--- config.mk ---
export PLATFORM = sky130hd
export DESIGN_NAME = keypress_sequence_timing_extractor_top
export DESIGN_NICKNAME = d
export VERILOG_FILES = /design/src/design/kste_pkg.sv /design/src/design/kste_front.sv /design/src/design/kste_queue.sv /design/src/design/kste_back.sv /design/src/design/keypress_sequence_timing_extractor_top.sv
export SDC_FILE = /design/constraint.sdc
export NUM_CORES = 2
export LEC_CHECK = 0
export ABC_AREA = 1
export BUFFER_PORTS_ARGS = -buffer_cell sky130_fd_sc_hd__buf_2
export CAP_MARGIN = 10
export CORE_MARGIN = 4
export CORE_UTILIZATION = 45
export DETAILED_ROUTE_END_ITERATION = 8
export GPL_TIMING_DRIVEN = 0
export PLACE_DENSITY = 0.63
export SLEW_MARGIN = 40
export SYNTH_ARGS = -nofsm -noshare
export SYNTH_HDL_FRONTEND = slang
export SYNTH_SLANG_ARGS = --single-unit
export TNS_END_PERCENT = 20
--- constraint.sdc ---
create_clock -name clock -period 15.9 [get_ports clock]
set_clock_uncertainty 0.05 [all_clocks]
set_input_delay 2.385 -clock clock [delete_from_list [all_inputs] [get_ports clock]]
set_output_delay 2.385 -clock clock [all_outputs]
set_load 0.1 [all_outputs]
--- src/design/kste_pkg.sv ---
// Shared types and constants for the keypress sequence timing extractor.
// No dependencies; every other file imports this package.
package kste_pkg;

   localparam int SEQ_LEN       = 4;
   localparam int BUTTON_COUNT  = 4;
   localparam int STAMP_BITS    = 40;
   localparam int BUTTON_BITS   = 2;
   localparam int FEAT_BITS     = 16;
   localparam int SEQ_CFG_BITS  = 8;
   localparam int SEQ_SLOT_BITS = 2;
   localparam int CSR_IDX_BITS  = 2;
   localparam int CSR_DATA_BITS = 16;
   localparam int KIND_BITS     = 2;
   localparam int POS_BITS      = $clog2(SEQ_LEN);
   localparam int FEAT_COUNT    = 2 * SEQ_LEN - 1;
   localparam int FEAT_IDX_BITS = $clog2(FEAT_COUNT);
   localparam int QUEUE_DEPTH   = 2;
   localparam int QPTR_BITS     = $clog2(QUEUE_DEPTH);
   localparam int QCNT_BITS     = $clog2(QUEUE_DEPTH + 1);

   localparam logic [FEAT_BITS-1:0]    DEBOUNCE_RESET = 16'd50;
   localparam logic [FEAT_BITS-1:0]    FEAT_MIN_RESET = 16'd5;
   localparam logic [FEAT_BITS-1:0]    FEAT_MAX_RESET = 16'd5000;
   localparam logic [SEQ_CFG_BITS-1:0] EXP_SEQ_RESET  = 8'd228;

   typedef enum logic [KIND_BITS-1:0] {
      KIND_FEATURE = 2'd0,
      KIND_BAD     = 2'd1,
      KIND_WRONG   = 2'd2
   } kind_type;

   typedef enum logic [CSR_IDX_BITS-1:0] {
      CSR_DEBOUNCE = 2'd0,
      CSR_FEAT_MIN = 2'd1,
      CSR_FEAT_MAX = 2'd2,
      CSR_EXP_SEQ  = 2'd3
   } csr_index_type;

   typedef struct packed {
      logic [FEAT_BITS-1:0]    debounce_gap;
      logic [FEAT_BITS-1:0]    feat_min;
      logic [FEAT_BITS-1:0]    feat_max;
      logic [SEQ_CFG_BITS-1:0] exp_seq;
   } cfg_type;

   typedef struct packed {
      kind_type                             kind;
      logic [BUTTON_BITS-1:0]               exp_button;
      logic [FEAT_COUNT-1:0][FEAT_BITS-1:0] feat;
   } job_type;

   typedef struct packed {
      logic    push;
      job_type job;
   } q_wr_type;

   typedef struct packed {
      logic    empty;
      job_type head;
   } q_rd_type;

endpackage

--- src/design/kste_front.sv ---
// Front end: takes button edge requests, tracks position, debounce and stamps,
// and queues a job for every request that yields results. Uses kste_pkg.
module kste_front (
   input  logic                              clock,
   input  logic                              reset,
   input  kste_pkg::cfg_type                 cfg,
   input  logic                              req_push,
   output logic                              req_full,
   input  logic [kste_pkg::BUTTON_BITS-1:0]  req_button,
   input  logic                              req_pressed,
   input  logic [kste_pkg::STAMP_BITS-1:0]   req_time_ms,
   input  logic                              q_full,
   output kste_pkg::q_wr_type                q_wr
);
   import kste_pkg::*;

   typedef struct packed {
      logic                 ok;
      logic [FEAT_BITS-1:0] val;
   } chk_type;

   function automatic chk_type interval_chk(input logic [STAMP_BITS-1:0] a,
                                            input logic [STAMP_BITS-1:0] b,
                                            input logic [FEAT_BITS-1:0]  lo,
                                            input logic [FEAT_BITS-1:0]  hi);
      logic [STAMP_BITS:0] d;
      chk_type             r;
      d     = {1'b0, b} - {1'b0, a};
      r.val = d[FEAT_BITS-1:0];
      r.ok  = !d[STAMP_BITS] && (d[STAMP_BITS-1:0] > STAMP_BITS'(lo))
              && (d[STAMP_BITS-1:0] <= STAMP_BITS'(hi));
      return r;
   endfunction

   // Slots beyond the register expect button zero.
   function automatic logic [BUTTON_BITS-1:0] expected_at(
         input logic [SEQ_CFG_BITS-1:0] seq, input logic [POS_BITS-1:0] pos);
      logic [SEQ_CFG_BITS+SEQ_SLOT_BITS*SEQ_LEN-1:0] ext;
      ext = {{(SEQ_SLOT_BITS*SEQ_LEN){1'b0}}, seq};
      return BUTTON_BITS'(ext[pos*SEQ_SLOT_BITS +: SEQ_SLOT_BITS]);
   endfunction

   logic [POS_BITS-1:0]   pos_ff, pos_in;
   logic [SEQ_LEN-1:0]    seen_ff, seen_in;
   logic [STAMP_BITS-1:0] last_edge_ff [BUTTON_COUNT];
   logic [STAMP_BITS-1:0] press_ff [SEQ_LEN];
   logic [STAMP_BITS-1:0] rel_ff [SEQ_LEN];

   logic                   accept, btn_in_range, wrong, too_soon, take;
   logic                   press_wr, release_wr, at_end, done, all_ok;
   logic [BUTTON_BITS-1:0] exp_btn;
   logic [STAMP_BITS:0]    edge_diff;
   chk_type                chk [FEAT_COUNT];

   assign req_full     = q_full;
   assign accept       = req_push && !q_full;
   assign btn_in_range = (32'(req_button) < BUTTON_COUNT);
   assign exp_btn      = expected_at(cfg.exp_seq, pos_ff);
   assign wrong        = (req_button != exp_btn);
   assign edge_diff    = {1'b0, req_time_ms} - {1'b0, last_edge_ff[req_button]};
   assign too_soon     = edge_diff[STAMP_BITS]
                         || (edge_diff[STAMP_BITS-1:0] < STAMP_BITS'(cfg.debounce_gap));
   assign take         = accept && btn_in_range && !wrong && !too_soon;
   assign press_wr     = take && req_pressed;
   assign release_wr   = take && !req_pressed && seen_ff[pos_ff];
   assign at_end       = (pos_ff == POS_BITS'(SEQ_LEN - 1));
   assign done         = release_wr && at_end;

   // Holds first, then flights; the final release stamp is the current request.
   always_comb begin
      all_ok = 1'b1;
      for (int i = 0; i < SEQ_LEN; i++) begin
         chk[i] = interval_chk(press_ff[i],
                               (i == SEQ_LEN - 1) ? req_time_ms : rel_ff[i],
                               cfg.feat_min, cfg.feat_max);
      end
      for (int i = 0; i < SEQ_LEN - 1; i++) begin
         chk[SEQ_LEN + i] = interval_chk(rel_ff[i], press_ff[i + 1],
                                         cfg.feat_min, cfg.feat_max);
      end
      for (int i = 0; i < FEAT_COUNT; i++) begin
         all_ok = all_ok && chk[i].ok;
      end
   end

   always_comb begin
      pos_in  = pos_ff;
      seen_in = seen_ff;
      if (accept && btn_in_range && wrong) begin
         pos_in = '0;
      end else if (release_wr) begin
         pos_in = at_end ? '0 : pos_ff + 1'b1;
      end
      if (done) begin
         seen_in = '0;
      end else if (press_wr) begin
         seen_in[pos_ff] = 1'b1;
      end
   end

   always_comb begin
      q_wr.push = accept && btn_in_range && (wrong || done);
      if (wrong) begin
         q_wr.job.kind       = KIND_WRONG;
         q_wr.job.exp_button = exp_btn;
      end else begin
         q_wr.job.kind       = all_ok ? KIND_FEATURE : KIND_BAD;
         q_wr.job.exp_button = '0;
      end
      for (int i = 0; i < FEAT_COUNT; i++) begin
         q_wr.job.feat[i] = chk[i].val;
      end
   end

   always_ff @(posedge clock) begin
      if (reset) begin
         pos_ff  <= '0;
         seen_ff <= '0;
         for (int i = 0; i < BUTTON_COUNT; i++) begin
            last_edge_ff[i] <= '0;
         end
      end else begin
         pos_ff  <= pos_in;
         seen_ff <= seen_in;
         if (take) begin
            last_edge_ff[req_button] <= req_time_ms;
         end
      end
   end

   always_ff @(posedge clock) begin
      if (press_wr) begin
         press_ff[pos_ff] <= req_time_ms;
      end
      if (release_wr) begin
         rel_ff[pos_ff] <= req_time_ms;
      end
   end

endmodule

--- src/design/kste_queue.sv ---
// Short job queue between front and back ends.
// Uses kste_pkg for the job and port structs.
module kste_queue (
   input  logic               clock,
   input  logic               reset,
   input  kste_pkg::q_wr_type q_wr,
   output logic               q_full,
   input  logic               q_pop,
   output kste_pkg::q_rd_type q_rd
);
   import kste_pkg::*;

   job_type              mem_ff [QUEUE_DEPTH];
   logic [QPTR_BITS-1:0] wr_ptr_ff, rd_ptr_ff;
   logic [QCNT_BITS-1:0] count_ff, count_in;
   logic                 do_push, do_pop;

   assign q_full     = (count_ff == QCNT_BITS'(QUEUE_DEPTH));
   assign q_rd.empty = (count_ff == '0);
   assign q_rd.head  = mem_ff[rd_ptr_ff];
   assign do_push    = q_wr.push && !q_full;
   assign do_pop     = q_pop && !q_rd.empty;

   always_comb begin
      count_in = count_ff;
      if (do_push && !do_pop) begin
         count_in = count_ff + 1'b1;
      end else if (do_pop && !do_push) begin
         count_in = count_ff - 1'b1;
      end
   end

   always_ff @(posedge clock) begin
      if (reset) begin
         wr_ptr_ff <= '0;
         rd_ptr_ff <= '0;
         count_ff  <= '0;
      end else begin
         count_ff <= count_in;
         if (do_push) begin
            wr_ptr_ff <= (wr_ptr_ff == QPTR_BITS'(QUEUE_DEPTH - 1)) ? '0 : wr_ptr_ff + 1'b1;
         end
         if (do_pop) begin
            rd_ptr_ff <= (rd_ptr_ff == QPTR_BITS'(QUEUE_DEPTH - 1)) ? '0 : rd_ptr_ff + 1'b1;
         end
      end
   end

   always_ff @(posedge clock) begin
      if (do_push) begin
         mem_ff[wr_ptr_ff] <= q_wr.job;
      end
   end

endmodule

--- src/design/kste_back.sv ---
// Back end: expands queued jobs into result items through an output register,
// one per cycle unless the result side stalls. Uses kste_pkg.
module kste_back (
   input  logic                               clock,
   input  logic                               reset,
   input  kste_pkg::q_rd_type                 q_rd,
   output logic                               q_pop,
   input  logic                               rsp_pop,
   output logic                               rsp_empty,
   output logic [kste_pkg::KIND_BITS-1:0]     rsp_result_kind,
   output logic [kste_pkg::FEAT_IDX_BITS-1:0] rsp_feature_index,
   output logic [kste_pkg::FEAT_BITS-1:0]     rsp_feature_value,
   output logic [kste_pkg::BUTTON_BITS-1:0]   rsp_expected_button,
   output logic                               rsp_last_item
);
   import kste_pkg::*;

   logic [FEAT_IDX_BITS-1:0] idx_ff, idx_in;
   logic                     out_valid_ff, out_valid_in;
   logic [KIND_BITS-1:0]     kind_ff;
   logic [FEAT_IDX_BITS-1:0] index_ff;
   logic [FEAT_BITS-1:0]     value_ff;
   logic [BUTTON_BITS-1:0]   exp_ff;
   logic                     last_ff;
   logic                     load, emit, single, last;

   assign load   = !out_valid_ff || rsp_pop;
   assign emit   = load && !q_rd.empty;
   assign single = (q_rd.head.kind != KIND_FEATURE);
   assign last   = single || (idx_ff == FEAT_IDX_BITS'(FEAT_COUNT - 1));
   assign q_pop  = emit && last;

   always_comb begin
      idx_in       = idx_ff;
      out_valid_in = out_valid_ff;
      if (load) begin
         out_valid_in = !q_rd.empty;
      end
      if (emit) begin
         idx_in = last ? '0 : idx_ff + 1'b1;
      end
   end

   always_ff @(posedge clock) begin
      if (reset) begin
         idx_ff       <= '0;
         out_valid_ff <= 1'b0;
      end else begin
         idx_ff       <= idx_in;
         out_valid_ff <= out_valid_in;
      end
   end

   always_ff @(posedge clock) begin
      if (emit) begin
         kind_ff  <= q_rd.head.kind;
         index_ff <= single ? '0 : idx_ff;
         value_ff <= single ? '0 : q_rd.head.feat[idx_ff];
         exp_ff   <= q_rd.head.exp_button;
         last_ff  <= last;
      end
   end

   assign rsp_empty           = !out_valid_ff;
   assign rsp_result_kind     = kind_ff;
   assign rsp_feature_index   = index_ff;
   assign rsp_feature_value   = value_ff;
   assign rsp_expected_button = exp_ff;
   assign rsp_last_item       = last_ff;

endmodule

--- src/design/keypress_sequence_timing_extractor_top.sv ---
// Top level of the keypress sequence timing extractor: CSR registers and
// wiring of kste_front, kste_queue and kste_back. Uses kste_pkg.
//
//   channel  handshake             payload
//   req      push / full           button, pressed, time_ms
//   rsp      empty / pop           result_kind, feature_index, feature_value,
//                                  expected_button, last_item
//   csr      valid / ready         index, data (ready is always high)
//
// The front end takes one request per cycle while the job queue has room.
// A wrong-button or bad-sample request yields a single result item from the back
// end; a completed run with every span in range yields seven items, which the
// output register passes on one at a time, so completing runs bound the rate.
// Reset is synchronous: it clears position, pressed flags, last-edge stamps,
// the queue and the output valid; press and release stamps are not cleared.
// Full rises only when both queue slots hold jobs; a stalled rsp side holds
// the back end but not requests that produce no result until the queue fills.
module keypress_sequence_timing_extractor_top (
   input  logic                               clock,
   input  logic                               reset,
   input  logic                               req_push,
   output logic                               req_full,
   input  logic [kste_pkg::BUTTON_BITS-1:0]   req_button,
   input  logic                               req_pressed,
   input  logic [kste_pkg::STAMP_BITS-1:0]    req_time_ms,
   output logic                               rsp_empty,
   input  logic                               rsp_pop,
   output logic [kste_pkg::KIND_BITS-1:0]     rsp_result_kind,
   output logic [kste_pkg::FEAT_IDX_BITS-1:0] rsp_feature_index,
   output logic [kste_pkg::FEAT_BITS-1:0]     rsp_feature_value,
   output logic [kste_pkg::BUTTON_BITS-1:0]   rsp_expected_button,
   output logic                               rsp_last_item,
   input  logic                               csr_valid,
   output logic                               csr_ready,
   input  logic [kste_pkg::CSR_IDX_BITS-1:0]  csr_index,
   input  logic [kste_pkg::CSR_DATA_BITS-1:0] csr_data
);
   import kste_pkg::*;

   cfg_type  cfg_ff;
   q_wr_type q_wr;
   q_rd_type q_rd;
   logic     q_full, q_pop;

   assign csr_ready = 1'b1;

   always_ff @(posedge clock) begin
      if (reset) begin
         cfg_ff.debounce_gap <= DEBOUNCE_RESET;
         cfg_ff.feat_min     <= FEAT_MIN_RESET;
         cfg_ff.feat_max     <= FEAT_MAX_RESET;
         cfg_ff.exp_seq      <= EXP_SEQ_RESET;
      end else if (csr_valid && csr_ready) begin
         case (csr_index)
            CSR_DEBOUNCE: cfg_ff.debounce_gap <= csr_data[FEAT_BITS-1:0];
            CSR_FEAT_MIN: cfg_ff.feat_min     <= csr_data[FEAT_BITS-1:0];
            CSR_FEAT_MAX: cfg_ff.feat_max     <= csr_data[FEAT_BITS-1:0];
            CSR_EXP_SEQ:  cfg_ff.exp_seq      <= csr_data[SEQ_CFG_BITS-1:0];
            default: begin
            end
         endcase
      end
   end

   kste_front u_front (
      .clock       (clock),
      .reset       (reset),
      .cfg         (cfg_ff),
      .req_push    (req_push),
      .req_full    (req_full),
      .req_button  (req_button),
      .req_pressed (req_pressed),
      .req_time_ms (req_time_ms),
      .q_full      (q_full),
      .q_wr        (q_wr)
   );

   kste_queue u_queue (
      .clock  (clock),
      .reset  (reset),
      .q_wr   (q_wr),
      .q_full (q_full),
      .q_pop  (q_pop),
      .q_rd   (q_rd)
   );

   kste_back u_back (
      .clock               (clock),
      .reset               (reset),
      .q_rd                (q_rd),
      .q_pop               (q_pop),
      .rsp_pop             (rsp_pop),
      .rsp_empty           (rsp_empty),
      .rsp_result_kind     (rsp_result_kind),
      .rsp_feature_index   (rsp_feature_index),
      .rsp_feature_value   (rsp_feature_value),
      .rsp_expected_button (rsp_expected_button),
      .rsp_last_item       (rsp_last_item)
   );

endmodule

==> results.sh <==
export IMPL_routed_via_density=5.53
export IMPL_ctsResizeCount=0
export IMPL_crit_type="input port to register"
export IMPL_status="finished, final reports clean"
export IMPL_setup_viol=0
export IMPL_yosysSeqAreaShare_pct=38.2
export IMPL_root_buffer="clkbuf_16"
export IMPL_grt_max_degree=40
export IMPL_ioPinCount=93
export IMPL_synth_area_sq_mm=0.0584
export IMPL_grt_pass1_wl_mm=323
export IMPL_end_kind="register"
export IMPL_finalCritPeriodShare_pct=56.8
export IMPL_async_reset_ff_share_pct=0
export IMPL_syn_inst=7942
export IMPL_cp_max_fo=16
export IMPL_clk_latency_ns=0.73
export IMPL_cts_tree="done"
export IMPL_wl_met3_mm=19.4
export IMPL_p_sw_mw=2.04
export IMPL_clock_sinks=767
export IMPL_synth_most_common_cell="nand2_1"
export IMPL_synth_edf_count=696
export IMPL_wl_per_cell_um=22.8
export IMPL_ir_worst_vdd_uv=83.5
export IMPL_slowest_delay_ns=0.53
export IMPL_dieWidth_um=368
export IMPL_cts_post_setup_buffers_inserted=0
export IMPL_firstDrtPassIters=6
export IMPL_fin_crit_ns=9.03
export IMPL_rsz0062_at_grt="false"
export IMPL_clkPwrFrac_pct=34.0
export IMPL_slew_headroom_pct=35.7
export IMPL_max_freq_mhz=111
export IMPL_antenna_found_initial=20
export IMPL_gp_congestion=1.05
export IMPL_die_area_sq_mm=0.136
export IMPL_slew_viol_final=0
export IMPL_drc=0
export IMPL_cts_htree_levels=3
export IMPL_worst_pin_slew_ns=0.961
export IMPL_cts_clk_slew_worst_paths_ns=0.06
export IMPL_synth_nets=8583
export IMPL_portBuffers=89
export IMPL_drv_cap=0
export IMPL_hold_violations=0
export IMPL_pwr_density_cell_mw_per_mm2=91.0
export IMPL_synth_top_area_share_pct=35.8
export IMPL_p_comb_share_pct=25.5
export IMPL_internal_power_mw=3.86
export IMPL_top_layer_used="met5"
export IMPL_drive_gt1_share_pct=4.31
export IMPL_yosys_warnings=0
export IMPL_max_clock_path_buffers=3
export IMPL_critPathMostFrequentCell="nand2_1"
export IMPL_core_sq_mm=0.128
export IMPL_fin_nets=8793
export IMPL_grt_use_total_pct=32.4
export IMPL_met2_length_mm=101
export IMPL_cp_data_arrival_time_ns=9.40
export IMPL_p_seq_share_pct=40.5
export IMPL_setup_slack_ns=6.87
export IMPL_die_y_um=368
export IMPL_synth_area_leaders="edfxtp_1 36%, nand2_1 15%, ha_1 12%"
export IMPL_ys_types=58
export IMPL_drt_iter0_markers=6090
export IMPL_dpl_hpwl_mm=184
export IMPL_rows=131
export IMPL_fin_util_pct=50.6
export IMPL_syn_avg_cell_area_sq_um=7.35
export IMPL_ys_flop_type="edfxtp_1"
export IMPL_swShare_pct=34.6
export IMPL_cts_buffers=85
export IMPL_cts_hold_buf=0
export IMPL_start_util_pct=45.6
export IMPL_area_growth_pct=11.0
export IMPL_vias=54999
export IMPL_totalWireLength_mm=227
export IMPL_overflow=0
export IMPL_total_leakage_power_nw=30.8
export IMPL_synth_area_leader_cell="edfxtp_1"
export IMPL_hold_path_class="register to register"
export IMPL_synth_seq_cells=767
export IMPL_ant_nets=0
export IMPL_worst_path_max_delay_cell="a21oi_4"
export IMPL_start_kind="input port"
export IMPL_synthTopCellsByCount="2377 x nand2_1, 1297 x inv_1, 952 x nor2_1, 696 x edfxtp_1, 567 x ha_1"
export IMPL_wl_met1_mm=89.7
export IMPL_required_ns=16.27
export IMPL_post_place_ws_ns=6.20
export IMPL_grt_pass1_vias=50229
path summary, 6_finish.rpt:
path,startpoint,endpoint,slack [ns],cells past startpoint
max,req_button[0],u_queue.mem_ff[0][66],6.87,30
min,u_front.seen_ff[3],u_front.seen_ff[3],0.41,2
max reg2reg,u_front.press_ff[1][0],u_queue.mem_ff[1][114],9.10,28
min reg2reg,u_front.seen_ff[3],u_front.seen_ff[3],0.41,2
metal layers:
layer  GRT usage (%)  up-vias
met3            6.30      564
met1            40.6    25581
li1                -    26458
met5               0        -
met2            51.6     2386
met4            20.0       10
sequential cells by signal, summed over array words and instances (netlist names), 3 cells and up, named ones only:
name	count
u_queue.mem_ff	232
u_front.last_edge_ff	160
u_front.press_ff	160
u_front.rel_ff	120
cfg_ff	56
u_back.rsp_feature_value	16
u_front.seen_ff	4
u_back.idx_ff	3
u_back.rsp_feature_index	3
power by group through the flow:
stage / logic (mW) / registers, mW / clock network [mW]
after floorplan: 0.701 / 2.67 / 0
after global placement: 1.42 / 2.47 / 0
after detailed placement: 1.48 / 2.43 / 0
after CTS: 1.49 / 2.39 / 2.04
after global routing: 1.60 / 2.40 / 2.11
final: 1.50 / 2.39 / 2.01
kinds of logic after synthesis:
kind of cell               Yosys count  synth area share, %
buffers and inverters             1400                 9.18
DFF                                767                 38.2
AOI/OAI and AO/OA                 1086                 10.4
adders and majority gates          575                 12.4
other                                1              0.00642
xor gates and xnor gates           132                 1.98
muxes                                8                0.137
and+or+nand+nor                   3973                 27.6
per-stage QoR:
step | TNS, ns | cell area, sq um | hold slack [ns] | power [mW] | cells
6_report | 0 | 64800 | 0.409 | 5.90 | 9951
5_1_grt | 0 | 64800 | 0.418 | 6.12 | 9946
4_1_cts | 0 | 64800 | 0.408 | 5.92 | 9946
3_5_place_dp | 0 | 61900 | 0.399 | 3.92 | 9794
3_3_place_gp | -403.45 | 61000 | 0.389 | 3.89 | 9760
2_1_floorplan | 0 | 58400 | 0.374 | 3.37 | 7942
cells in the final DEF (no fill, tap or decap), types with 15 or more instances in the layout:
cell,synthesis,layout
nand3b_1,32,32
o221ai_1,17,17
nand2_1,2377,2374
buf_8,0,21
buf_2,0,89
xor2_1,107,77
ha_1,567,567
nand3_1,377,377
o211ai_1,16,16
nor3_1,44,44
clkinv_1,1,18
xnor2_1,25,22
a221oi_1,42,42
dfxtp_1,71,71
clkbuf_16,0,87
o21ai_0,343,342
nor3_2,16,16
nor2_1,952,947
edfxtp_1,696,696
xor2_2,0,30
o21bai_1,52,52
a21oi_1,498,495
clkbuf_1,79,95
o21a_1,23,23
nand4_1,133,133
a21o_1,15,15
inv_1,1297,1293
o22ai_1,36,36
critical path, delay by kind of cell:
family / cells / cell delay (ns)
XOR/XNOR: 1 / 0.19
AO/OA/AOI/OAI: 4 / 1.13
buffers and inverters: 9 / 2.61
adder cells (fa/ha/maj): 2 / 0.69
AND/OR/NAND/NOR: 14 / 2.32
layout make-up:
class | count | area (sq um)
antenna | 5 | 12.5
buffer | 100 | 488
clock buffer | 108 | 2280
clock inverter | 44 | 539
fill | 12717 | 63400
inverter | 1300 | 4880
multi-input combinational | 5775 | 31100
sequential | 767 | 22300
tap | 1729 | 2160
timing repair buffer | 123 | 1070
(Power assumes the default switching activity.)
